## src/sv/tbhbm_pkg.sv

```systemverilog
package tbhbm_pkg;

    localparam logic [2:0]  PAIRS_PER_BYTE = 3'd4;
    localparam logic [15:0] SETTLE_RESET   = 16'd20000;

    localparam logic [2:0] CMD_NONE    = 3'd0;
    localparam logic [2:0] CMD_START   = 3'd1;
    localparam logic [2:0] CMD_EXIT    = 3'd2;
    localparam logic [2:0] CMD_SEND    = 3'd3;
    localparam logic [2:0] CMD_RECEIVE = 3'd4;
    localparam logic [2:0] CMD_CHECK   = 3'd5;

    typedef enum logic [3:0] {
        PH_IDLE   = 4'd0,
        PH_STARTW = 4'd1,
        PH_SETTLE = 4'd2,
        PH_SEND_A = 4'd3,
        PH_SEND_B = 4'd4,
        PH_RECV_A = 4'd5,
        PH_RECV_B = 4'd6,
        PH_CHK_A  = 4'd7,
        PH_CHK_B  = 4'd8
    } phase_t;

endpackage

```

## src/sv/tbhbm_cmd_if.sv

```systemverilog
interface tbhbm_cmd_if;
    logic       valid;
    logic       ready;
    logic [2:0] command;
    logic       write_mode;
    logic [7:0] send_value;
    logic       clock_line_low;
    logic       data_line_low;

    modport source (output valid, output command, output write_mode, output send_value,
                    output clock_line_low, output data_line_low, input ready);
    modport sink (input valid, input command, input write_mode, input send_value,
                  input clock_line_low, input data_line_low, output ready);
endinterface

```

## src/sv/tbhbm_res_if.sv

```systemverilog
interface tbhbm_res_if;
    logic       valid;
    logic       ready;
    logic       atn_pull;
    logic       data_pull;
    logic       clock_pull;
    logic       busy_res;
    logic       done_res;
    logic [7:0] received_value;
    logic       status_error;

    modport source (output valid, output atn_pull, output data_pull, output clock_pull,
                    output busy_res, output done_res, output received_value,
                    output status_error, input ready);
    modport sink (input valid, input atn_pull, input data_pull, input clock_pull,
                  input busy_res, input done_res, input received_value,
                  input status_error, output ready);
endinterface

```

## src/sv/tbhbm_cfg_if.sv

```systemverilog
interface tbhbm_cfg_if;
    logic        valid;
    logic        ready;
    logic [15:0] settle_ticks;

    modport source (output valid, output settle_ticks, input ready);
    modport sink (input valid, input settle_ticks, output ready);
endinterface

```

## src/sv/two_bit_handshake_bus_master_core.sv

```systemverilog
// Channel   Modport   Word carried
// cmd       sink      command, write_mode, send_value, clock_line_low, data_line_low
// res       source    atn_pull, data_pull, clock_pull, busy_res, done_res,
//                     received_value, status_error
// cfg       sink      settle_ticks (always ready)
//
// Each accepted word is one line tick and yields exactly one result word.
// Each word passes through an input register, then the phase logic feeding the result register.
// A new word is accepted every cycle while the result side keeps up.
// rst_n clears the phase, the line pulls and the latches, and loads settle_ticks with 20000.
// When res is stalled the result register holds and the input register fills, then cmd stalls.
module two_bit_handshake_bus_master_core (
    input  logic           clk,
    input  logic           rst_n,
    tbhbm_cmd_if.sink      cmd,
    tbhbm_res_if.source    res,
    tbhbm_cfg_if.sink      cfg
);

    // Input register
    logic       in_valid_reg;
    logic [2:0] command_reg;
    logic       write_mode_reg;
    logic [7:0] send_value_reg;
    logic       clk_low_reg;
    logic       dat_low_reg;

    // Block state
    logic [15:0]          settle_ticks_reg;
    tbhbm_pkg::phase_t    phase_reg, phase_next;
    logic [7:0]           shift_reg, shift_next;
    logic [2:0]           pair_reg, pair_next;
    logic [15:0]          settle_cnt_reg, settle_cnt_next;
    logic                 atn_reg, atn_next;
    logic                 data_reg, data_next;
    logic                 clock_reg, clock_next;
    logic                 dir_reg, dir_next;
    logic                 err_reg, err_next;
    logic [7:0]           rx_reg, rx_next;
    logic                 done_next;
    logic [2:0]           pair_dec;

    // Result register
    logic       out_valid_reg;
    logic       atn_out_reg;
    logic       data_out_reg;
    logic       clock_out_reg;
    logic       busy_out_reg;
    logic       done_out_reg;
    logic [7:0] rx_out_reg;
    logic       err_out_reg;

    logic advance;

    assign advance   = in_valid_reg && (!out_valid_reg || res.ready);
    assign cmd.ready = !in_valid_reg || advance;
    assign cfg.ready = 1'b1;
    assign pair_dec  = pair_reg - 3'd1;

    always_comb
    begin
        phase_next      = phase_reg;
        shift_next      = shift_reg;
        pair_next       = pair_reg;
        settle_cnt_next = settle_cnt_reg;
        atn_next        = atn_reg;
        data_next       = data_reg;
        clock_next      = clock_reg;
        dir_next        = dir_reg;
        err_next        = err_reg;
        rx_next         = rx_reg;
        done_next       = 1'b0;
        case (phase_reg)
            tbhbm_pkg::PH_IDLE:
            begin
                case (command_reg)
                    tbhbm_pkg::CMD_START:
                    begin
                        clock_next = 1'b0;
                        phase_next = tbhbm_pkg::PH_STARTW;
                    end
                    tbhbm_pkg::CMD_EXIT:
                    begin
                        atn_next        = 1'b0;
                        data_next       = 1'b0;
                        clock_next      = 1'b1;
                        settle_cnt_next = settle_ticks_reg;
                        phase_next      = tbhbm_pkg::PH_SETTLE;
                    end
                    tbhbm_pkg::CMD_SEND:
                    begin
                        data_next  = send_value_reg[0];
                        shift_next = {1'b0, send_value_reg[7:1]};
                        pair_next  = tbhbm_pkg::PAIRS_PER_BYTE;
                        atn_next   = 1'b0;
                        phase_next = tbhbm_pkg::PH_SEND_A;
                    end
                    tbhbm_pkg::CMD_RECEIVE:
                    begin
                        shift_next = 8'd0;
                        pair_next  = tbhbm_pkg::PAIRS_PER_BYTE;
                        phase_next = tbhbm_pkg::PH_RECV_A;
                    end
                    tbhbm_pkg::CMD_CHECK:
                    begin
                        dir_next   = write_mode_reg;
                        atn_next   = 1'b0;
                        phase_next = tbhbm_pkg::PH_CHK_A;
                    end
                    default:
                    begin
                        phase_next = tbhbm_pkg::PH_IDLE;
                    end
                endcase
            end
            tbhbm_pkg::PH_STARTW:
            begin
                if (clk_low_reg)
                begin
                    atn_next        = 1'b1;
                    settle_cnt_next = settle_ticks_reg;
                    phase_next      = tbhbm_pkg::PH_SETTLE;
                end
            end
            tbhbm_pkg::PH_SETTLE:
            begin
                if (settle_cnt_reg == 16'd0)
                begin
                    done_next  = 1'b1;
                    phase_next = tbhbm_pkg::PH_IDLE;
                end
                else
                begin
                    settle_cnt_next = settle_cnt_reg - 16'd1;
                end
            end
            tbhbm_pkg::PH_SEND_A:
            begin
                if (!clk_low_reg)
                begin
                    data_next  = shift_reg[0];
                    shift_next = {1'b0, shift_reg[7:1]};
                    atn_next   = 1'b1;
                    phase_next = tbhbm_pkg::PH_SEND_B;
                end
            end
            tbhbm_pkg::PH_SEND_B:
            begin
                if (clk_low_reg)
                begin
                    pair_next = pair_dec;
                    if (pair_dec == 3'd0)
                    begin
                        data_next  = 1'b0;
                        done_next  = 1'b1;
                        phase_next = tbhbm_pkg::PH_IDLE;
                    end
                    else
                    begin
                        data_next  = shift_reg[0];
                        shift_next = {1'b0, shift_reg[7:1]};
                        atn_next   = 1'b0;
                        phase_next = tbhbm_pkg::PH_SEND_A;
                    end
                end
            end
            tbhbm_pkg::PH_RECV_A:
            begin
                if (!clk_low_reg)
                begin
                    shift_next = {dat_low_reg, shift_reg[7:1]};
                    atn_next   = 1'b0;
                    phase_next = tbhbm_pkg::PH_RECV_B;
                end
            end
            tbhbm_pkg::PH_RECV_B:
            begin
                if (clk_low_reg)
                begin
                    shift_next = {dat_low_reg, shift_reg[7:1]};
                    atn_next   = 1'b1;
                    pair_next  = pair_dec;
                    if (pair_dec == 3'd0)
                    begin
                        rx_next    = {dat_low_reg, shift_reg[7:1]};
                        done_next  = 1'b1;
                        phase_next = tbhbm_pkg::PH_IDLE;
                    end
                    else
                    begin
                        phase_next = tbhbm_pkg::PH_RECV_A;
                    end
                end
            end
            tbhbm_pkg::PH_CHK_A:
            begin
                if (!clk_low_reg)
                begin
                    // A released data line here means the partner did not acknowledge.
                    if (!dat_low_reg)
                    begin
                        err_next   = 1'b1;
                        done_next  = 1'b1;
                        phase_next = tbhbm_pkg::PH_IDLE;
                    end
                    else
                    begin
                        err_next   = 1'b0;
                        data_next  = 1'b1;
                        atn_next   = 1'b1;
                        phase_next = tbhbm_pkg::PH_CHK_B;
                    end
                end
            end
            tbhbm_pkg::PH_CHK_B:
            begin
                if (clk_low_reg)
                begin
                    if (!dir_reg)
                    begin
                        data_next = 1'b0;
                    end
                    done_next  = 1'b1;
                    phase_next = tbhbm_pkg::PH_IDLE;
                end
            end
            default:
            begin
                phase_next = tbhbm_pkg::PH_IDLE;
            end
        endcase
    end

    always_ff @(posedge clk or negedge rst_n)
    begin
        if (!rst_n)
        begin
            in_valid_reg     <= 1'b0;
            out_valid_reg    <= 1'b0;
            settle_ticks_reg <= tbhbm_pkg::SETTLE_RESET;
            phase_reg        <= tbhbm_pkg::PH_IDLE;
            shift_reg        <= 8'd0;
            pair_reg         <= 3'd0;
            settle_cnt_reg   <= 16'd0;
            atn_reg          <= 1'b0;
            data_reg         <= 1'b0;
            clock_reg        <= 1'b0;
            dir_reg          <= 1'b0;
            err_reg          <= 1'b0;
            rx_reg           <= 8'd0;
        end
        else
        begin
            if (cfg.valid)
            begin
                settle_ticks_reg <= cfg.settle_ticks;
            end
            if (cmd.ready)
            begin
                in_valid_reg <= cmd.valid;
            end
            if (advance)
            begin
                out_valid_reg  <= 1'b1;
                phase_reg      <= phase_next;
                shift_reg      <= shift_next;
                pair_reg       <= pair_next;
                settle_cnt_reg <= settle_cnt_next;
                atn_reg        <= atn_next;
                data_reg       <= data_next;
                clock_reg      <= clock_next;
                dir_reg        <= dir_next;
                err_reg        <= err_next;
                rx_reg         <= rx_next;
            end
            else if (res.ready)
            begin
                out_valid_reg <= 1'b0;
            end
        end
    end

    always_ff @(posedge clk)
    begin
        if (cmd.valid && cmd.ready)
        begin
            command_reg    <= cmd.command;
            write_mode_reg <= cmd.write_mode;
            send_value_reg <= cmd.send_value;
            clk_low_reg    <= cmd.clock_line_low;
            dat_low_reg    <= cmd.data_line_low;
        end
        if (advance)
        begin
            atn_out_reg   <= atn_next;
            data_out_reg  <= data_next;
            clock_out_reg <= clock_next;
            busy_out_reg  <= (phase_next != tbhbm_pkg::PH_IDLE);
            done_out_reg  <= done_next;
            rx_out_reg    <= rx_next;
            err_out_reg   <= err_next;
        end
    end

    assign res.valid          = out_valid_reg;
    assign res.atn_pull       = atn_out_reg;
    assign res.data_pull      = data_out_reg;
    assign res.clock_pull     = clock_out_reg;
    assign res.busy_res       = busy_out_reg;
    assign res.done_res       = done_out_reg;
    assign res.received_value = rx_out_reg;
    assign res.status_error   = err_out_reg;

endmodule
```

## src/flat_wrapper.sv

```systemverilog
// flat-port wrapper written by rule: the top's interface ports become plain ports
module two_bit_handshake_bus_master_core_flat 
  (clk, rst_n, cmd_valid, cmd_command, cmd_write_mode, cmd_send_value, cmd_clock_line_low, cmd_data_line_low, cmd_ready, res_valid, res_atn_pull, res_data_pull, res_clock_pull, res_busy_res, res_done_res, res_received_value, res_status_error, res_ready, cfg_valid, cfg_settle_ticks, cfg_ready);
  tbhbm_cmd_if cmd_i ();
  tbhbm_res_if res_i ();
  tbhbm_cfg_if cfg_i ();
  input  logic clk;
  input  logic rst_n;
  input wire logic [$bits(cmd_i.valid)-1:0] cmd_valid;
  input wire logic [$bits(cmd_i.command)-1:0] cmd_command;
  input wire logic [$bits(cmd_i.write_mode)-1:0] cmd_write_mode;
  input wire logic [$bits(cmd_i.send_value)-1:0] cmd_send_value;
  input wire logic [$bits(cmd_i.clock_line_low)-1:0] cmd_clock_line_low;
  input wire logic [$bits(cmd_i.data_line_low)-1:0] cmd_data_line_low;
  output wire logic [$bits(cmd_i.ready)-1:0] cmd_ready;
  output wire logic [$bits(res_i.valid)-1:0] res_valid;
  output wire logic [$bits(res_i.atn_pull)-1:0] res_atn_pull;
  output wire logic [$bits(res_i.data_pull)-1:0] res_data_pull;
  output wire logic [$bits(res_i.clock_pull)-1:0] res_clock_pull;
  output wire logic [$bits(res_i.busy_res)-1:0] res_busy_res;
  output wire logic [$bits(res_i.done_res)-1:0] res_done_res;
  output wire logic [$bits(res_i.received_value)-1:0] res_received_value;
  output wire logic [$bits(res_i.status_error)-1:0] res_status_error;
  input wire logic [$bits(res_i.ready)-1:0] res_ready;
  input wire logic [$bits(cfg_i.valid)-1:0] cfg_valid;
  input wire logic [$bits(cfg_i.settle_ticks)-1:0] cfg_settle_ticks;
  output wire logic [$bits(cfg_i.ready)-1:0] cfg_ready;
  assign cmd_i.valid = cmd_valid;
  assign cmd_i.command = cmd_command;
  assign cmd_i.write_mode = cmd_write_mode;
  assign cmd_i.send_value = cmd_send_value;
  assign cmd_i.clock_line_low = cmd_clock_line_low;
  assign cmd_i.data_line_low = cmd_data_line_low;
  assign cmd_ready = cmd_i.ready;
  assign res_valid = res_i.valid;
  assign res_atn_pull = res_i.atn_pull;
  assign res_data_pull = res_i.data_pull;
  assign res_clock_pull = res_i.clock_pull;
  assign res_busy_res = res_i.busy_res;
  assign res_done_res = res_i.done_res;
  assign res_received_value = res_i.received_value;
  assign res_status_error = res_i.status_error;
  assign res_i.ready = res_ready;
  assign cfg_i.valid = cfg_valid;
  assign cfg_i.settle_ticks = cfg_settle_ticks;
  assign cfg_ready = cfg_i.ready;
  two_bit_handshake_bus_master_core u_core (.clk(clk), .rst_n(rst_n), .cmd(cmd_i), .res(res_i), .cfg(cfg_i));
endmodule
```

## config.mk

```make
export PLATFORM = sky130hd
export DESIGN_NAME = two_bit_handshake_bus_master_core_flat
export DESIGN_NICKNAME = d
export VERILOG_FILES = /design/src/sv/tbhbm_pkg.sv /design/src/sv/tbhbm_cmd_if.sv /design/src/sv/tbhbm_res_if.sv /design/src/sv/tbhbm_cfg_if.sv /design/src/sv/two_bit_handshake_bus_master_core.sv /design/src/flat_wrapper.sv
export SDC_FILE = /design/constraint.sdc
export NUM_CORES = 1
export LEC_CHECK = 0
export BUFFER_PORTS_ARGS = -buffer_cell sky130_fd_sc_hd__buf_2
export CORE_AREA = 2 2 111 113
export CTS_BUF_LIST = sky130_fd_sc_hd__clkbuf_4
export CTS_CLUSTER_SIZE = 10
export DETAILED_ROUTE_END_ITERATION = 8
export DIE_AREA = 0 0 113 115
export PLACE_DENSITY = 0.65
export SETUP_SLACK_MARGIN = 0.5
export SLEW_MARGIN = 20
export SYNTH_ARGS = -nofsm -noshare
export SYNTH_HDL_FRONTEND = slang
export SYNTH_SLANG_ARGS = --single-unit
```

## constraint.sdc

```tcl
create_clock -name clk -period 2.8 [get_ports clk]
set_input_delay 0.42 -clock clk [delete_from_list [all_inputs] [get_ports clk]]
set_output_delay 0.42 -clock clk [all_outputs]
set_load 0.005 [all_outputs]
```

* Word-level counts from Yosys, hierarchy flattened
Index checks and enable logic that the tools add are counted.
** Storage, ports and cells
- Register bits after elaboration :: 90
- Input port bits :: 35
- Logic and storage cells :: 134
** Operators by class
- Add/subtract/negate cells :: 2
- Equality and inequality tests :: 24
- Muxes and demuxes :: 61
- Reduce and logical (&&, ||, !) cells :: 22
** Operators with widths (number)
- 2-to-1 mux 8 bit :: 8
- 2-to-1 mux 16 bit :: 3
- case mux 16 bit (3 select lines) :: 1
- case mux 8 bit (5 select lines) :: 1
- 2-to-1 mux 4 bit :: 9
- case mux 4 bit (9 select lines) :: 1
- 2-to-1 mux 1 bit :: 26
- equality test 4 x 3 -> 1 bit, second input constant :: 4
- zero test 16 bit :: 1
- case mux 8 bit (2 select lines) :: 1
- subtractor 16 x 1 -> 16 bit, second input constant :: 1
- case mux 3 bit (5 select lines) :: 1
- != test 2 bit, second input constant :: 6
- 2-to-1 mux 3 bit :: 3
- equality test 4 x 2 -> 1 bit, second input constant :: 2
- != test 2 x 1 -> 1 bit, second input constant :: 4
- AND reduction 8 bit :: 1
- equality test 3 x 2 -> 1 bit, second input constant :: 2
- equality test 3 bit, second input constant :: 2
- case mux 1 bit (6 select lines) :: 1
- case mux 3 bit (2 select lines) :: 1
- OR reduction 2 bit :: 3
- case mux 1 bit (5 select lines) :: 1
- AND reduction 5 bit :: 1
- 20 further kinds :: 25

* Depth between registers and ports, before layout
- Depth in word-level cells :: 6
- Depth in mapped cells :: 9

* Worst setup path before layout
OpenSTA, ideal clock, no wires.
- Path type :: reg2reg
- Start point :: register u_core.pair_reg[0]
- End point :: register u_core.rx_reg[0]
- Arrival :: 2.135 ns
- Setup slack :: 0.540 ns
- Stages on the path, launching flop included :: 8
- Clock period less this slack :: 2.260 ns
- Path through :: dfrtp_1 inv_1 ha_1 xnor2_1 and2_1 nand4_1 nor2_1 mux2_2
** Between the ends
- Word-level cells in the longest chain between the ends :: 5
** Ends and longest elaborated chain
- start: declaration :: line two_bit_handshake_bus_master_core.sv:32 : logic [2:0] pair_reg, pair_next;
- start signal: assignment :: line two_bit_handshake_bus_master_core.sv:267 : pair_reg <= pair_next;
- subtractor 3 x 1 -> 3 bit :: line two_bit_handshake_bus_master_core.sv:58 : assign pair_dec = pair_reg - 3'd1;
- zero test 3 bit :: line two_bit_handshake_bus_master_core.sv:183 : if (pair_dec == 3'd0)
- 2-to-1 mux 8 bit :: line two_bit_handshake_bus_master_core.sv:183
- 2-to-1 mux 8 bit :: line two_bit_handshake_bus_master_core.sv:178 : if (clk_low_reg)
- 2-to-1 mux 8 bit :: line two_bit_handshake_bus_master_core.sv:73 : case (phase_reg)
- end signal: assignment :: line two_bit_handshake_bus_master_core.sv:274 : rx_reg <= rx_next;
- end: declaration :: line two_bit_handshake_bus_master_core.sv:39 : logic [7:0] rx_reg, rx_next;
No other way between the ends.
A chain may end at the register's enable or synchronous reset.

* Final worst setup path
- Start point :: register u_core.settle_cnt_reg[0]
- End point :: register u_core.busy_out_reg, in the netlist u_core.res.busy_res, data pin
** Between the ends
- Word-level cells in the longest chain between the ends :: 4
** Ends and longest elaborated chain
- start: declaration :: line two_bit_handshake_bus_master_core.sv:33 : logic [15:0] settle_cnt_reg, settle_cnt_next;
- start signal: assignment :: line two_bit_handshake_bus_master_core.sv:268 : settle_cnt_reg <= settle_cnt_next;
- zero test 16 bit :: line two_bit_handshake_bus_master_core.sv:127 : if (settle_cnt_reg == 16'd0)
- 2-to-1 mux 4 bit :: line two_bit_handshake_bus_master_core.sv:127
- case mux 4 bit (9 select lines) :: line two_bit_handshake_bus_master_core.sv:73
- nonzero test 4 bit :: line two_bit_handshake_bus_master_core.sv:298 : busy_out_reg <= (phase_next != tbhbm_pkg::PH_IDLE);
- end signal: assignment :: line two_bit_handshake_bus_master_core.sv:298
- end: declaration :: line two_bit_handshake_bus_master_core.sv:48 : logic busy_out_reg;
No other way between the ends.

==> summary.txt <==
Status
  • Status: complete, but fails checks
  • Failing checks: design-rule violations

Setup path
  • R2r setup slk: 0.53 ns
  • Crit path max-delay cell type: or4_1
  • Setup crit start kind: register
  • CP required: 3.02 ns
  • Reg2reg path depth: 7
  • CP max stage delay: between 0.5 and 0.6 ns
  • Arr. time, crit path: approximately 2.5 ns
  • Crit Path Class: reg2reg
  • Terminus of the critical flop-to-flop path: u_core.res.busy_res$_DFFE_PP_
  • Reg-to-Reg Start: u_core.settle_cnt_reg[0]$_DFFE_PN0P_
  • Largest fanout on the critical path: 7
  • Worst-path cell chain: inv_1 > ha_1 > and2b_1 > nand4b_4 > o31ai_4 > nand3_1 > or4_1
  • CP endpoint kind: register

Finish
  • Fillers: between 1,000 and 1,500
  • Share of layout cells above drive strength 1: 28.89%
  • Layout area overhead: 13.60%
  • Antenna Cells: 0
  • Nets: 528

STA
  • Tcrit/Tclk final: 80.96%
  • RSZ-0062 raised after global routing: yes
  • Slew HR: a little under half
  • Skew final: 0.02110 ns
  • Setup-failing EPs final: 0
  • Fmax: 0.4411 GHz
  • Final setup TNS: 0 ns
  • Fin crit period: between 2 and 2.5 ns
  • Final hold vios: 0
  • Slew Limit Fails: 0
  • Worst slew pin tran: ~0.81 ns

Detailed routing
  • DRC violations left: 1
  • Final wirelength: just under 10,000 µm
  • Post-route antenna net violation count: 0
  • Wirelength per Cell: 15.25 µm
  • Drt first pass iters: 7
  • Vias: 3,525
  • Vias per cell: roughly 5.5
  • DRT iter0 DRCs: ~230

Clock tree
  • Reg clk slew, reported paths: roughly 0.17 ns
  • Num Clock Sinks: 90
  • TritonCTS clock tree: done
  • Maximum root-to-sink buffer count: 2
  • Root Driver: clkbuf_4
  • Hold Buf Count CTS: 0
  • Latest clock arrival within the worst-skew pair: approximately 0.48 ns
  • Cts bufs inserted: 9
  • H-tree Lvls: 3

GRT
  • Met2 usage: a little over a quarter
  • Vias in the first global route: 3,411
  • Global Route met3 Usage: 4.164%
  • Global-route wire length before repair: 16,700 µm
  • Pin count of the biggest net entering global routing: 63
  • Met1 usage: approximately 20%
  • Initial antenna violation count: 0
  • Overall Global Routing Usage: approximately 16%
  • GR peak layer: met2
  • Grt ovf: 0

Power and ir drop
  • Leakage power: between 2 and 2.5 nW
  • Total Power: between 4 and 5 mW
  • VDD IR max: 0.3935 mV
  • PD cells: 903.4 mW/mm²

Worst hold path
  • Hold Path Class: in2async

Yosys
  • Post-synthesis sequential area ratio: a little over half
  • Synth unique cells: between 50 and 60
  • Synth Warn #: 0
  • Main synth FF type: dfrtp_1
  • Synth async-reset ratio: between 60% and 70%
  • Syn Nets: roughly 470
  • Number of synthesized flops with an enable pin: 28
  • Post-Syn Area per Cell: ~11 µm²
  • Seq cells post-synth: 90
  • Post-Syn Area: around 0.0046 mm²
  • Synth Instances: around 440

Job
  • Max_cap viols: 0

Floorplan
  • Die Wd: about 110 µm
  • # rows: 40
  • Initial core utilization: 39.01%
  • I/O pin count: between 50 and 60
  • Core Box Area: around 0.012 mm²
  • Die extent in y: between 100 and 150 µm
  • DIE AREA: ~0.013 mm²

Place
  • Gp weighted congestion: 0.8841
  • Final HPWL DP: ~7100 µm
  • Port bufs: 50
-- synthesized netlist by cell type (all sizes together), types with 3 or more instances --
cell	number	area, µm²
or4	4	33.78
nand4	3	18.77
clkbuf	17	63.81
and2	4	27.53
nor2	27	103.9
o22ai	8	50.05
nand2	47	176.4
nor3	7	46.30
inv	20	75.07
a22oi	3	22.52
nand4b	3	41.29
mux2i	7	70.07
nor4	4	40.04
dfrtp	57	1426
a31oi	8	50.05
edfxtp	28	840.8
o31ai	3	22.52
nand2b	11	68.82
nand3	13	65.06
dfstp	5	131.4
nand3b	4	30.03
ha	3	37.54
mux2	39	442.9
buf	8	53.80
xnor2	4	35.03
a21o	3	22.52
o211ai	4	30.03
a21oi	22	110.1
nor2b	9	56.30
o2bb2ai	10	87.58
o21ai	27	135.1
a211oi	3	22.52
-- area by class of cell --
class                   count  area [µm²]  share of cell area, %
clock buffers               9       67.56                  1.291
clock inverters             7       76.32                  1.458
inverters                  20       75.07                  1.434
well taps                 147       183.9                  3.513
flip-flops and latches     90        2400                  45.84
multi-input cells         301        2047                  39.10
repair buffers             68       385.4                  7.361
-- placed cells by master (no fill, tap or decap), drive strengths merged, types with 3 or more instances in the layout --
cell type	count
buf	68
dfrtp	57
nand2	47
mux2	39
edfxtp	28
o21ai	27
nor2	27
inv	26
a21oi	22
nand3	13
nand2b	11
o2bb2ai	10
nor2b	9
clkbuf	9
o22ai	8
a31oi	8
mux2i	7
nor3	7
dfstp	5
nand3b	4
o211ai	4
and2	4
xnor2	4
nor4	4
or4	4
nand4	3
a21o	3
a211oi	3
a22oi	3
ha	3
o31ai	3
nand4b	3
-- worst max-delay path, delay by kind of cell, from the launching register on --
| kind | cells | cell delay [ns] |
|---|---|---|
| simple gates | 4 | 1.05 |
| flops | 1 | 0.41 |
| compound gates | 1 | 0.27 |
| fa+ha+maj | 1 | 0.21 |
| buf+inv | 1 | 0.09 |
-- logic make-up after synthesis --
logic type / count (synthesis) / share of synthesized area [%]
other: 1 / 0.08138
XOR/XNOR: 4 / 0.7602
AO/OA/AOI/OAI: 102 / 14.20
multiplexers: 46 / 11.13
flip-flops: 90 / 52.05
AND/OR/NAND/NOR: 145 / 16.78
buffers and inverters: 45 / 4.181
adder cells (fa/ha/maj): 3 / 0.8146
-- worst max path at each step --
| stage | startpoint | endpoint | slack (ns) | cells after the start |
|---|---|---|---|---|
| after floorplan | u_core.pair_reg[0]$_DFFE_PN0P_ | u_core.rx_reg[0]$_DFFE_PN0P_ | 0.54 | 7 |
| after global placement | u_core.settle_cnt_reg[0]$_DFFE_PN0P_ | u_core.settle_cnt_reg[1]$_DFFE_PN0P_ | 0.52 | 7 |
| after detailed placement | u_core.settle_cnt_reg[0]$_DFFE_PN0P_ | u_core.settle_cnt_reg[1]$_DFFE_PN0P_ | 0.46 | 7 |
| after CTS | u_core.settle_cnt_reg[0]$_DFFE_PN0P_ | u_core.res.busy_res$_DFFE_PP_ | 0.52 | 7 |
| after global routing | u_core.settle_cnt_reg[0]$_DFFE_PN0P_ | u_core.res.busy_res$_DFFE_PP_ | 0.40 | 7 |
| final | u_core.settle_cnt_reg[0]$_DFFE_PN0P_ | u_core.res.busy_res$_DFFE_PP_ | 0.53 | 7 |
-- stage by stage --
step | instances | utilization [%] | setup slack (ns) | area, µm² | hold WS, ns
after floorplan | 436 | - | 0.5404 | 4608 | 0.1244
after global placement | 622 | 42.58 | 0.5235 | 5030 | 0.4681
after detailed placement | 622 | 42.58 | 0.4572 | 5030 | 0.4766
after CTS | 640 | 43.97 | 0.5166 | 5194 | 0.07255
after global routing | 642 | 44.32 | 0.3980 | 5235 | 0.05041
final | 642 | 44.32 | 0.5331 | 5235 | 0.1016
-- metal layers --
metal / vias up / wire, µm
li1: 1687 / -
met3: 18 / 521
met2: 102 / 4836
met5: - / 0
met1: 1718 / 4250
met4: 0 / 185
-- repair_timing --
action / CTS / global route
setup buffers: 2 / 2
resized for setup: 1 / 5
pin swaps: 1 / 0
setup endpoints to repair: 2 / 24
cloned: 0 / 0
-- power by group --
| part | switching, mW | internal [mW] | total (mW) | leakage [nW] |
|---|---|---|---|---|
| Combinational | 1.02 | 0.897 | 1.92 | 1.11 |
| Sequential | 0.340 | 1.74 | 2.08 | 1.02 |
| Clock | 0.516 | 0.218 | 0.735 | 0.0800 |
(Power assumes the default switching activity.)
